## config.mk

```make
export PLATFORM = sky130hd
export DESIGN_NAME = adaptive_peak_detector_top_flat
export DESIGN_NICKNAME = d
export VERILOG_FILES = /design/src/apd_pkg.sv /design/src/apd_if.sv /design/src/apd_core.sv /design/src/adaptive_peak_detector_top.sv /design/src/flat_wrapper.sv
export SDC_FILE = /design/constraint.sdc
export NUM_CORES = 2
export LEC_CHECK = 0
export ABC_CLOCK_PERIOD_IN_PS = 15300
export BUFFER_PORTS_ARGS = -buffer_cell sky130_fd_sc_hd__buf_2
export CAP_MARGIN = 20
export CORE_MARGIN = 2
export CORE_UTILIZATION = 45
export DETAILED_ROUTE_END_ITERATION = 16
export HOLD_SLACK_MARGIN = 0.03
export SYNTH_ARGS = -nofsm -noshare
export SYNTH_HDL_FRONTEND = slang
export SYNTH_SLANG_ARGS = --single-unit
```

## constraint.sdc

```tcl
create_clock -name i_clk -period 15.3 [get_ports i_clk]
set_input_delay 3.825 -clock i_clk [delete_from_list [all_inputs] [get_ports i_clk]]
set_output_delay 3.825 -clock i_clk [all_outputs]
set_load 0.01 [all_outputs]
```

## src/apd_pkg.sv

```systemverilog
package apd_pkg;

    localparam int REG_W     = 16;
    localparam int CFG_IDX_W = 3;
    localparam int LEVEL_W   = 32;

    localparam logic [CFG_IDX_W-1:0] CFG_AVG_RATE        = 3'd0;
    localparam logic [CFG_IDX_W-1:0] CFG_THRESHOLD_FLOOR = 3'd1;
    localparam logic [CFG_IDX_W-1:0] CFG_REFRACTORY      = 3'd2;
    localparam logic [CFG_IDX_W-1:0] CFG_PEAK_LIMIT      = 3'd3;
    localparam logic [CFG_IDX_W-1:0] CFG_LOCAL_MAX_GATE  = 3'd4;

    localparam logic [REG_W-1:0] AVG_RATE_RST        = 16'd655;
    localparam logic [REG_W-1:0] THRESHOLD_FLOOR_RST = 16'd3277;
    localparam logic [REG_W-1:0] REFRACTORY_RST      = 16'd0;
    localparam logic [REG_W-1:0] PEAK_LIMIT_RST      = 16'd32;
    localparam logic             LOCAL_MAX_GATE_RST  = 1'b1;

    typedef struct packed {
        logic [REG_W-1:0] avg_rate;
        logic [REG_W-1:0] threshold_floor;
        logic [REG_W-1:0] refractory_samples;
        logic [REG_W-1:0] peak_limit;
        logic             local_max_gate;
    } t_cfg;

    typedef struct packed {
        logic               qualify;
        logic [LEVEL_W-1:0] m31;
    } t_det_req;

endpackage

```

## src/apd_if.sv

```systemverilog
interface apd_in_if #(parameter int SAMPLE_BITS = 16);
    logic                          valid;
    logic                          ready;
    logic signed [SAMPLE_BITS-1:0] sample;
    logic                          start_of_buffer;

    modport source (output valid, sample, start_of_buffer, input ready);
    modport sink (input valid, sample, start_of_buffer, output ready);
endinterface

interface apd_out_if;
    logic                        valid;
    logic                        ready;
    logic                        peak_found;
    logic [apd_pkg::REG_W-1:0]   peak_position;
    logic [apd_pkg::REG_W-1:0]   peak_total;

    modport source (output valid, peak_found, peak_position, peak_total, input ready);
    modport sink (input valid, peak_found, peak_position, peak_total, output ready);
endinterface

interface apd_cfg_if;
    logic                          valid;
    logic                          ready;
    logic [apd_pkg::CFG_IDX_W-1:0] index;
    logic [apd_pkg::REG_W-1:0]     data;

    modport source (output valid, index, data, input ready);
    modport sink (input valid, index, data, output ready);
endinterface

```

## src/apd_core.sv

```systemverilog
module apd_core (
    input  logic              i_clk,
    input  logic              i_rst_n,
    input  apd_pkg::t_cfg     i_cfg,
    input  apd_pkg::t_det_req i_req,
    output logic              o_detected
);

    logic [apd_pkg::LEVEL_W-1:0] r_avg_level;
    logic [apd_pkg::LEVEL_W-1:0] n_avg_level;
    logic [apd_pkg::LEVEL_W-1:0] avg_new;
    logic [apd_pkg::REG_W-1:0]   r_dead;
    logic [apd_pkg::REG_W-1:0]   n_dead;
    logic [apd_pkg::REG_W-1:0]   dead_dec;
    logic signed [32:0]          diff;
    logic signed [49:0]          prod;
    logic signed [49:0]          rounded;
    logic signed [49:0]          avg_sum;
    logic [33:0]                 lhs;
    logic [33:0]                 rhs;
    logic                        over_avg;
    logic                        over_floor;
    logic                        hit;

    // avg' = avg + round(alpha * (m31 - avg)), one signed multiply
    always_comb begin
        dead_dec   = (r_dead != '0) ? r_dead - 16'd1 : r_dead;
        diff       = $signed({1'b0, i_req.m31}) - $signed({1'b0, r_avg_level});
        prod       = 50'($signed({1'b0, i_cfg.avg_rate})) * 50'(diff);
        rounded    = prod + 50'sd32768;
        avg_sum    = $signed({18'b0, r_avg_level}) + (rounded >>> 16);
        avg_new    = avg_sum[31:0];
        lhs        = {1'b0, i_req.m31, 1'b0};
        rhs        = {2'b0, avg_new} + {1'b0, avg_new, 1'b0};
        over_avg   = lhs > rhs;
        over_floor = i_req.m31 > {i_cfg.threshold_floor, 16'b0};
        hit        = over_avg && over_floor && (dead_dec == '0);

        n_avg_level = r_avg_level;
        n_dead      = r_dead;
        if (i_req.qualify) begin
            n_avg_level = avg_new;
            n_dead      = hit ? i_cfg.refractory_samples : dead_dec;
        end
        o_detected = i_req.qualify && hit;
    end

    always_ff @(posedge i_clk) begin
        if (!i_rst_n) begin
            r_avg_level <= '0;
            r_dead      <= '0;
        end else begin
            r_avg_level <= n_avg_level;
            r_dead      <= n_dead;
        end
    end

endmodule

```

## src/adaptive_peak_detector_top.sv

```systemverilog
// adaptive peak detector
// i_in carries one sample request per handshake (sample, start_of_buffer);
// o_out returns exactly one result request for each sample, in order:
// peak_found, peak_position (index in the buffer) and peak_total.
// i_cfg writes one register per handshake (index, data); it is always ready
// and should only be used while no sample is in flight.
// a sample taken at a clock edge sits in the input register, is processed
// from there and its result is offered from the edge at which it advances
// into the result register. one sample is accepted every cycle while o_out is not stalled;
// the running average and refractory counter update as the sample advances, in gated mode only for a local maximum.
// in gated mode a peak is reported one sample late, with the index of the
// earlier sample. if o_out stalls, the result register holds and one more
// sample is buffered in the input register before i_in.ready drops.
// reset clears the average, counter, neighbor history, position and count,
// and loads the register defaults (alpha 655, floor 3277, dead time 0,
// at most 32 peaks, local max gate on).
module adaptive_peak_detector_top #(
    parameter int SAMPLE_BITS = 16
) (
    input  logic             i_clk,
    input  logic             i_rst_n,
    apd_in_if.sink           i_in,
    apd_out_if.source        o_out,
    apd_cfg_if.sink          i_cfg
);

    localparam int POS_W = apd_pkg::REG_W;

    apd_pkg::t_cfg                 r_cfg;
    logic                          r_in_valid;
    logic signed [SAMPLE_BITS-1:0] r_in_sample;
    logic                          r_in_sob;
    logic                          r_out_valid;
    logic                          r_out_found;
    logic [POS_W-1:0]              r_out_pos;
    logic [POS_W-1:0]              r_out_total;
    logic signed [SAMPLE_BITS-1:0] r_last;
    logic signed [SAMPLE_BITS-1:0] r_second;
    logic [1:0]                    r_hist_fill;
    logic [POS_W-1:0]              r_pos;
    logic [POS_W-1:0]              r_count;

    logic                          advance;
    logic [POS_W-1:0]              pos_eff;
    logic [POS_W-1:0]              count_eff;
    logic [1:0]                    fill_eff;
    logic signed [SAMPLE_BITS-1:0] cand;
    logic [SAMPLE_BITS-1:0]        mag;
    logic                          qualify;
    logic                          detected;
    logic                          found;
    logic [POS_W-1:0]              peak_pos;
    logic [POS_W-1:0]              n_count;
    logic [1:0]                    n_hist_fill;
    apd_pkg::t_det_req             det_req;

    assign advance     = r_in_valid && (!r_out_valid || o_out.ready);
    assign i_in.ready  = !r_in_valid || advance;
    assign i_cfg.ready = 1'b1;

    assign o_out.valid         = r_out_valid;
    assign o_out.peak_found    = r_out_found;
    assign o_out.peak_position = r_out_pos;
    assign o_out.peak_total    = r_out_total;

    always_comb begin
        pos_eff   = r_in_sob ? '0 : r_pos;
        count_eff = r_in_sob ? '0 : r_count;
        fill_eff  = r_in_sob ? 2'd0 : r_hist_fill;

        if (r_cfg.local_max_gate) begin
            cand     = r_last;
            qualify  = (fill_eff == 2'd2) && (r_last > r_second) && (r_last > r_in_sample);
            peak_pos = pos_eff - POS_W'(1);
        end else begin
            cand     = r_in_sample;
            qualify  = 1'b1;
            peak_pos = pos_eff;
        end

        // most negative value maps to 2^(SAMPLE_BITS-1), still fits unsigned
        mag = cand[SAMPLE_BITS-1] ? $unsigned(-cand) : $unsigned(cand);

        det_req.qualify = advance && qualify;
        det_req.m31     = apd_pkg::LEVEL_W'(mag) << (apd_pkg::LEVEL_W - SAMPLE_BITS);

        found       = detected && (count_eff < r_cfg.peak_limit);
        n_count     = count_eff + POS_W'(found);
        n_hist_fill = (fill_eff == 2'd2) ? fill_eff : fill_eff + 2'd1;
    end

    apd_core u_core (
        .i_clk      (i_clk),
        .i_rst_n    (i_rst_n),
        .i_cfg      (r_cfg),
        .i_req      (det_req),
        .o_detected (detected)
    );

    always_ff @(posedge i_clk) begin
        if (!i_rst_n) begin
            r_cfg.avg_rate           <= apd_pkg::AVG_RATE_RST;
            r_cfg.threshold_floor    <= apd_pkg::THRESHOLD_FLOOR_RST;
            r_cfg.refractory_samples <= apd_pkg::REFRACTORY_RST;
            r_cfg.peak_limit         <= apd_pkg::PEAK_LIMIT_RST;
            r_cfg.local_max_gate     <= apd_pkg::LOCAL_MAX_GATE_RST;
        end else if (i_cfg.valid) begin
            unique case (i_cfg.index)
                apd_pkg::CFG_AVG_RATE:        r_cfg.avg_rate           <= i_cfg.data;
                apd_pkg::CFG_THRESHOLD_FLOOR: r_cfg.threshold_floor    <= i_cfg.data;
                apd_pkg::CFG_REFRACTORY:      r_cfg.refractory_samples <= i_cfg.data;
                apd_pkg::CFG_PEAK_LIMIT:      r_cfg.peak_limit         <= i_cfg.data;
                apd_pkg::CFG_LOCAL_MAX_GATE:  r_cfg.local_max_gate     <= i_cfg.data[0];
                default: ;
            endcase
        end
    end

    always_ff @(posedge i_clk) begin
        if (!i_rst_n) begin
            r_in_valid  <= 1'b0;
            r_out_valid <= 1'b0;
            r_last      <= '0;
            r_second    <= '0;
            r_hist_fill <= 2'd0;
            r_pos       <= '0;
            r_count     <= '0;
        end else begin
            if (i_in.ready) begin
                r_in_valid <= i_in.valid;
            end
            if (advance) begin
                r_out_valid <= 1'b1;
                r_second    <= r_last;
                r_last      <= r_in_sample;
                r_hist_fill <= n_hist_fill;
                r_pos       <= pos_eff + POS_W'(1);
                r_count     <= n_count;
            end else if (o_out.ready) begin
                r_out_valid <= 1'b0;
            end
        end
    end

    always_ff @(posedge i_clk) begin
        if (i_in.valid && i_in.ready) begin
            r_in_sample <= i_in.sample;
            r_in_sob    <= i_in.start_of_buffer;
        end
        if (advance) begin
            r_out_found <= found;
            r_out_pos   <= found ? peak_pos : '0;
            r_out_total <= n_count;
        end
    end

    a_found_counted: assert property (@(posedge i_clk) disable iff (!i_rst_n)
        o_out.valid && o_out.peak_found |-> o_out.peak_total != '0)
        else $error("reported peak with zero total");

    a_fill_range: assert property (@(posedge i_clk) disable iff (!i_rst_n)
        r_hist_fill != 2'd3)
        else $error("history fill out of range");

    a_pos_step: assert property (@(posedge i_clk) disable iff (!i_rst_n)
        advance |=> r_pos == $past(pos_eff) + POS_W'(1))
        else $error("position did not advance");

    a_result_follows: assert property (@(posedge i_clk) disable iff (!i_rst_n)
        advance |=> r_out_valid && r_out_total == $past(n_count))
        else $error("result register not loaded");

endmodule
```

## src/flat_wrapper.sv

```systemverilog
// flat-port wrapper written by rule: the top's interface ports become plain ports
module adaptive_peak_detector_top_flat 
#(
    parameter int SAMPLE_BITS = 16
)
  (i_clk, i_rst_n, i_in_valid, i_in_sample, i_in_start_of_buffer, i_in_ready, o_out_valid, o_out_peak_found, o_out_peak_position, o_out_peak_total, o_out_ready, i_cfg_valid, i_cfg_index, i_cfg_data, i_cfg_ready);
  apd_in_if #(.SAMPLE_BITS(SAMPLE_BITS)) i_in_i ();
  apd_out_if o_out_i ();
  apd_cfg_if i_cfg_i ();
  input  logic i_clk;
  input  logic i_rst_n;
  input wire logic [$bits(i_in_i.valid)-1:0] i_in_valid;
  input wire logic [$bits(i_in_i.sample)-1:0] i_in_sample;
  input wire logic [$bits(i_in_i.start_of_buffer)-1:0] i_in_start_of_buffer;
  output wire logic [$bits(i_in_i.ready)-1:0] i_in_ready;
  output wire logic [$bits(o_out_i.valid)-1:0] o_out_valid;
  output wire logic [$bits(o_out_i.peak_found)-1:0] o_out_peak_found;
  output wire logic [$bits(o_out_i.peak_position)-1:0] o_out_peak_position;
  output wire logic [$bits(o_out_i.peak_total)-1:0] o_out_peak_total;
  input wire logic [$bits(o_out_i.ready)-1:0] o_out_ready;
  input wire logic [$bits(i_cfg_i.valid)-1:0] i_cfg_valid;
  input wire logic [$bits(i_cfg_i.index)-1:0] i_cfg_index;
  input wire logic [$bits(i_cfg_i.data)-1:0] i_cfg_data;
  output wire logic [$bits(i_cfg_i.ready)-1:0] i_cfg_ready;
  assign i_in_i.valid = i_in_valid;
  assign i_in_i.sample = i_in_sample;
  assign i_in_i.start_of_buffer = i_in_start_of_buffer;
  assign i_in_ready = i_in_i.ready;
  assign o_out_valid = o_out_i.valid;
  assign o_out_peak_found = o_out_i.peak_found;
  assign o_out_peak_position = o_out_i.peak_position;
  assign o_out_peak_total = o_out_i.peak_total;
  assign o_out_i.ready = o_out_ready;
  assign i_cfg_i.valid = i_cfg_valid;
  assign i_cfg_i.index = i_cfg_index;
  assign i_cfg_i.data = i_cfg_data;
  assign i_cfg_ready = i_cfg_i.ready;
  adaptive_peak_detector_top #(.SAMPLE_BITS(SAMPLE_BITS)) u_core (.i_clk(i_clk), .i_rst_n(i_rst_n), .i_in(i_in_i), .o_out(o_out_i), .i_cfg(i_cfg_i));
endmodule
```

Word-level counts from Yosys, hierarchy flattened
Cells that the tools add are included.
Widths: inputs -> output; s select.
{"block": "word_totals", "n_memories": 0, "output_inout_bits": 36, "rom_bits": 0, "ram_bits": 0, "regBits": 231, "latchBits": 0}
{"block": "classes", "div": 0, "n_mul": 1, "n_eq_ne": 5, "magnitude_cmp": 5, "reduce_logical": 22, "n_addsub": 10, "n_shift": 0, "bitwise_logic": 0, "mux": 12}
{"op": "$mux 16", "count": 7}
{"op": "$add 48x17->48 const B", "count": 1}
{"op": "$mul 17x33->48", "count": 1}
{"op": "$add 32x33->34", "count": 1}
{"op": "$gt 33x34->1", "count": 1}
{"op": "$sub 32x32->33", "count": 1}
{"op": "$add 32x32->32", "count": 1}
{"op": "$gt 16x16->1", "count": 2}
{"op": "$gt 32x32->1", "count": 1}
{"op": "$sub 16x1->16 const B", "count": 2}
{"op": "$add 16x1->16", "count": 1}
{"op": "$add 16x1->16 const B", "count": 1}
{"op": "$logic_not 16->1", "count": 1}
{"op": "$lt 16x16->1", "count": 1}
{"op": "$neg 16->16", "count": 1}
{"op": "$reduce_bool 16->1", "count": 1}
{"op": "$reduce_and 2->1", "count": 5}
{"op": "$logic_and 1x1->1", "count": 9}
{"op": "$eq 3x2->1 const B", "count": 2}
{"op": "$mux 2", "count": 2}
{"op": "$eq 3x1->1 const B", "count": 1}
{"op": "$eq 3x3->1 const B", "count": 1}
{"op": "$logic_not 3->1", "count": 1}
{"op": "$mux 1", "count": 3}
{"op": "other kinds (5)", "count": 7}

Logic depth before layout (Yosys ltp)
{"block": "depth", "word_depth": 14, "depth_mapped": 85}

Hierarchy
Synthesis repeated with hierarchy kept, for this count alone.
{"block": "unflattened", "cells_unflattened": 4238, "hier_area_um2": 35939.5}
{"mod": "apd_core", "cells_per_inst": 3136, "seq_area_each_um2": 960.9, "n_inst": 1, "area_per_inst_um2": 26504.2}
{"mod": "adaptive_peak_detector_top", "cells_per_inst": 1102, "seq_area_each_um2": 4164.0, "n_inst": 1, "area_per_inst_um2": 9435.3}

Least setup slack after synthesis
No wires, ideal clock.
{"block": "synth_timing", "path_type": "register to register", "startpoint": "reg u_core.r_cfg[0] (netlist name)", "endpoint": "reg u_core.r_count[14]", "setup_time_ns": 0.071, "path_stages_with_launch": 78, "required_time_ns": 15.229, "arrival_ns": 15.793, "slack_ns": -0.564, "path_buffers": 6, "path_cell_list": "dfxtp_1 -> clkbuf_1 -> buf_1 -> buf_1 -> clkbuf_1 -> mux2i_1 -> xnor2_1 -> ha_1 -> o21a_1 -> o21ai_0 -> nor2_2 -> o21a_1 -> o21a_2 -> nor2_1 -> clkbuf_1 -> nand2_1 -> fa_1 -> fa_1 -> [... 42 more ...] -> a2111oi_0 -> nand4b_1 -> nor4_4 -> and2_4 -> o21ai_4 -> buf_6 -> inv_2 -> ha_1 -> ha_1 -> inv_1 -> or2_2 -> nor3_1 -> nor3b_1 -> nand3_1 -> xor2_1 -> nor2_1 -> nand2_1 -> a21oi_1"}
{"block": "synth_between", "elab_chain_len": 14, "elab_cells_between_ends": 17, "cone_classes": "6 x add/sub; 1 x mul; 2 x order compare; 3 x mux; 5 x reduce/logical"}
{"element": "from (decl)", "line_no": "adaptive_peak_detector_top.sv:29", "rtl": "apd_pkg::t_cfg r_cfg;"}
{"element": "$mux 16 (*)", "line_no": "adaptive_peak_detector_top.sv:71", "rtl": "if (r_cfg.local_max_gate) begin"}
{"element": "$neg 16->16", "line_no": "adaptive_peak_detector_top.sv:82", "rtl": "mag = cand[SAMPLE_BITS-1] ? $unsigned(-cand) : $unsigned(cand);"}
{"element": "$mux 16 (*)", "line_no": "adaptive_peak_detector_top.sv:82"}
{"element": "$sub 32x32->33 (*)", "line_no": "apd_core.sv:28", "rtl": "diff = $signed({1'b0, i_req.m31}) - $signed({1'b0, r_avg_level});"}
{"element": "$mul 17x33->48 (*)", "line_no": "apd_core.sv:29", "rtl": "prod = 50'($signed({1'b0, i_cfg.avg_rate})) * 50'(diff);"}
{"element": "$add 48x17->48 (*)", "line_no": "apd_core.sv:30", "rtl": "rounded = prod + 50'sd32768;"}
{"element": "$add 32x32->32 (*)", "line_no": "apd_core.sv:31", "rtl": "avg_sum = $signed({18'b0, r_avg_level}) + (rounded >>> 16);"}
{"element": "via u_core.u_core.avg_sum[21]", "line_no": "apd_core.sv:18", "rtl": "logic signed [49:0] avg_sum;"}
{"element": "$add 32x33->34 (*)", "line_no": "apd_core.sv:34", "rtl": "rhs = {2'b0, avg_new} + {1'b0, avg_new, 1'b0};"}
{"element": "$gt 33x34->1 (*)", "line_no": "apd_core.sv:35", "rtl": "over_avg = lhs > rhs;"}
{"element": "$logic_and 1x1->1 (*) (2 in series)", "line_no": "apd_core.sv:37", "rtl": "hit = over_avg && over_floor && (dead_dec == '0);"}
{"element": "$logic_and 1x1->1 (*)", "line_no": "apd_core.sv:45", "rtl": "o_detected = i_req.qualify && hit;"}
{"element": "$logic_and 1x1->1 (*)", "line_no": "adaptive_peak_detector_top.sv:87", "rtl": "found = detected && (count_eff < r_cfg.peak_limit);"}
{"element": "via u_core.found", "line_no": "adaptive_peak_detector_top.sv:51", "rtl": "logic found;"}
{"element": "$add 16x1->16 (*)", "line_no": "adaptive_peak_detector_top.sv:88", "rtl": "n_count = count_eff + POS_W'(found);"}
{"element": "via u_core.n_count[14]", "line_no": "adaptive_peak_detector_top.sv:53", "rtl": "logic [POS_W-1:0] n_count;"}
{"element": "to (signal assigned)", "line_no": "adaptive_peak_detector_top.sv:138", "rtl": "r_count <= n_count;"}
{"element": "to (decl)", "line_no": "adaptive_peak_detector_top.sv:41", "rtl": "logic [POS_W-1:0] r_count;"}
Mark *: on every way through the listed nets, which the timed path passes. The rest lies on a longest branch.
A chain may end at the register's enable or synchronous reset.

Worst setup path after layout
{"block": "layout_timing", "startpoint": "reg u_core.u_core.r_avg_level[5] (netlist name)", "endpoint": "reg u_core.r_count[12]"}
{"block": "layout_between", "elab_chain_len": 11}
{"element": "from (decl)", "line_no": "apd_core.sv:9", "rtl": "logic [apd_pkg::LEVEL_W-1:0] r_avg_level;"}
{"element": "from (signal assigned)", "line_no": "apd_core.sv:53", "rtl": "r_avg_level <= n_avg_level;"}
{"element": "$sub 32x32->33", "line_no": "apd_core.sv:28"}
{"element": "$mul 17x33->48", "line_no": "apd_core.sv:29"}
{"element": "$add 48x17->48", "line_no": "apd_core.sv:30"}
{"element": "$add 32x32->32 (*)", "line_no": "apd_core.sv:31"}
{"element": "via u_core.u_core.avg_sum[18]", "line_no": "apd_core.sv:18"}
{"element": "$add 32x33->34 (*)", "line_no": "apd_core.sv:34"}
{"element": "$gt 33x34->1 (*)", "line_no": "apd_core.sv:35"}
{"element": "$logic_and 1x1->1 (*) (2 in series)", "line_no": "apd_core.sv:37"}
{"element": "$logic_and 1x1->1 (*)", "line_no": "apd_core.sv:45"}
{"element": "$logic_and 1x1->1 (*)", "line_no": "adaptive_peak_detector_top.sv:87"}
{"element": "via u_core.found", "line_no": "adaptive_peak_detector_top.sv:51"}
{"element": "$add 16x1->16 (*)", "line_no": "adaptive_peak_detector_top.sv:88"}
{"element": "via u_core.n_count[12]", "line_no": "adaptive_peak_detector_top.sv:53"}
Marked as above.

==> flow_summary_export.csv <==
group,metric,value,unit
drt,via_count,27800,
timing,slew_headroom,32.3,%
logic_synthesis,synth_area,0.0340,mm2
hold_path,hp-class,"reg2reg",
logic_synthesis,synth_ff_type,"dfxtp_1",
logic_synthesis,yosys_warnings,0,
placement,placement.io_buffers,75,
global_routing,grt_pass1_vias,28000,
floorplanning,fp.dieW,279,um
logic_synthesis,synth_edf_count,50,
setup_path,cp_slowest_stage_delay,0.57,ns
drt,drtPass1Iterations,6,
logic_synthesis,syn_inst,4039,
drt,ant_nets,0,
floorplanning,row_count,100,
timing,min_period,15.00,ns
timing,rsz0062_at_grt,"yes",
logic_synthesis,synth_fa_ha_area_share,40.3,%
clock_tree,cts_buffers,26,
clock_tree,clockRootBuffer,"clkbuf_16",
drt,wl_per_cell,17.2,um
timing,hold_ws,0.452,ns
setup_path,setup.worst_path.end,"u_core.r_count[12]",
setup_path,crit_slowest_cell,"fa_1",
timing,final-max-slew-violation-count,0,
global_routing,grt_max_degree,64,
logic_synthesis,synthXorXnorAreaFrac,4.27,%
finish,layout-area-overhead-vs-synth,18.7,%
logic_synthesis,yosysTopAreaCell,"fa_1",
finish,diodes,0,
logic_synthesis,synth_seq_cells,231,
floorplanning,dieHeight,279,um
placement,hpwl,73800,um
clock_tree,cts_tree,"yes",
logic_synthesis,synth_common_cells,"inv_1 (713), nand2_1 (647), fa_1 (492)",
flow_run,maxCapViolCount,0,
logic_synthesis,ys_types,92,
floorplanning,die_area,0.0779,mm2
timing,setup_viol,0,
floorplanning,ioPinCount,77,
setup_path,required,15.79,ns
setup_path,cp_max_fo,4,
timing,fin_skew,0.0190,ns
drt,drc,0,
drt,viasPerCell,5.17,
setup_path,cp-end-kind,"flop",
logic_synthesis,synth_most_common_cell,"inv_1",
global_routing,antenna_found_initial,1,
logic_synthesis,synth_top_family_by_area,"adder cells",
global_routing,grt_pass1_wl,150000,um
setup_path,r2r_cells,75,
clock_tree,clock_sinks,231,
logic_synthesis,syn_area_per_cell,8.43,um2
drt,highest_layer,"met4",
setup_path,r2r_slack,0.30,ns
finish,n_fill_cell,6940,
floorplanning,core_area,0.0747,mm2
logic_synthesis,synth_seq_area_share,15.1,%
timing,finalCritPeriodShare,98.1,%
run_status,outcome,"finished, final reports clean",
setup_path,start_kind,"flop",
timing,worst_pin_slew,1.01,ns
clock_tree,clk_path_buf_depth,3,
global_routing,gr-total-overflow,0,
timing,hold_viol,0,
placement,globalplace.congestion,0.904,
setup_path,worstSetupStartpoint,"u_core.u_core.r_avg_level[5]",
drt,met2_wirelength,42500,um
logic_synthesis,yosys.area_share.simple,19.5,%
setup_path,reg2reg_to,"u_core.r_count[12]",
setup_path,critPathKind,"reg2reg",
clock_tree,h-tree-depth,1,
finish,drive_gt1_share,18.2,%
logic_synthesis,synth_top_area_share,28.9,%
drt,wirelength,92300,um
drt,routedLengthMet1,43500,um
logic_synthesis,syn_nets,4880,
setup_path,critical_path_arrival,15.49,ns
logic_synthesis,synthMuxAreaShare,0.687,%
clock_tree,path_clk_slew,0.07,ns
global_routing,grt_util_all_layers,23.9,%
logic_synthesis,synthArstFlopShare,0,%
drt,drt_iter0_drc,1575,
setup_path,cp_common_cell,"fa_1",
timing,max_freq,66.7,MHz
logic_synthesis,synth_compound_area_share,10.4,%
finish,fin_nets,5227,
drt,met3_length,3790,um
floorplanning,start_util,45.6,%
logic_synthesis,synthTopCellsByArea,"fa_1 (29%), ha_1 (11%), dfxtp_1 (11%)",
clock_tree,clk_latency,0.56,ns
setup_path,r2r-start,"u_core.u_core.r_avg_level[5]",
==> cells by family (layout without fill, tap and decap cells) <==
kind of cell	Yosys count	in the layout
AOI/OAI and AO/OA	561	561
xor gates and xnor gates	162	162
adders and majority gates	800	800
buffers and inverters	882	1249
DFF	231	231
muxes	23	23
other	1	1
and+or+nand+nor	1379	1379
==> per-stage QoR <==
stage	utilization [%]	setup TNS (ns)	std cells	area, um2	setup slack (ns)
detailed placement	50.3	-7.62	5262	37600	-0.686
global placement	50.3	-3.76	5262	37600	-0.355
CTS	51.8	0	5317	38700	0.0000799
finish	54.1	0	5375	40400	0.298
global route	54.1	-3.40	5375	40400	-0.349
floorplan	-	0	4039	34100	0.00610
==> flip-flops by register name (all words and copies together) (netlist names), 16 cells and up <==
register                    cells
u_core.r_count                 16
u_core.r_last                  16
u_core.u_core.r_dead           16
u_core.r_pos                   16
u_core.r_second                16
u_core.o_out.peak_position     16
u_core.r_in_sample             16
u_core.r_cfg                   65
u_core.o_out.peak_total        16
u_core.u_core.r_avg_level      32
==> cell usage in the layout (no fill, tap or decap), drive strengths merged, types with 42 or more instances in the layout <==
cell,instances
inv,718
nand2,648
fa,492
buf,485
ha,308
and2,275
a21oi,243
dfxtp,181
nor2,158
xnor2,100
o21ai,92
a21o,69
xor2,61
nand3,60
edfxtp,50
nor2b,42
nor3,42
==> worst max-delay path, delay by kind of cell (launching register included) <==
| family | cells | cell delay, ns |
|---|---|---|
| xor gates and xnor gates | 5 | 0.59 |
| adders and majority gates | 12 | 4.35 |
| buffers and inverters | 10 | 0.97 |
| AOI/OAI and AO/OA | 21 | 4.13 |
| DFF | 1 | 0.34 |
| and+or+nand+nor | 27 | 4.56 |
==> metal layers <==
metal	global-route usage, %	vias up
met2	38.6	572
met1	35.1	13700
li1	-	13400
met5	0	-
met4	5.33	0
met3	1.94	121
==> cell type report <==
class | instances | area, um2 | area share [%]
clock buffer | 40 | 743 | 1.84
clock inverter | 8 | 92.6 | 0.229
inverter | 716 | 2690 | 6.67
multi-input combinational | 2926 | 27000 | 66.8
sequential | 231 | 5130 | 12.7
tap | 969 | 1210 | 3.00
timing repair buffer | 485 | 3550 | 8.78
==> how the worst min path moves through the flow <==
stage,from,endpoint,slack [ns],cells past startpoint
global placement,u_core.r_count[0],u_core.r_count[0],0.44,2
CTS,u_core.r_count[0],u_core.r_count[0],0.45,2
floorplan,u_core.r_cfg[26],u_core.r_cfg[26],0.43,2
detailed placement,u_core.r_count[0],u_core.r_count[0],0.44,2
finish,u_core.r_second[4],u_core.r_second[4],0.45,2
global route,u_core.r_cfg[2],u_core.r_cfg[2],0.47,2
==> what timing repair did <==
action / 4_1_cts / 5_1_grt
hold buffers: 0 / 0
endpoints found under the setup margin: 27 / 59
pin swaps: 23 / 201
setup buffers: 7 / 61
gates resized for setup: 41 / 256
Power is left out: the tool's default activity adds up to more than one toggle a clock period on the data nets, which glitch-free logic cannot reach.
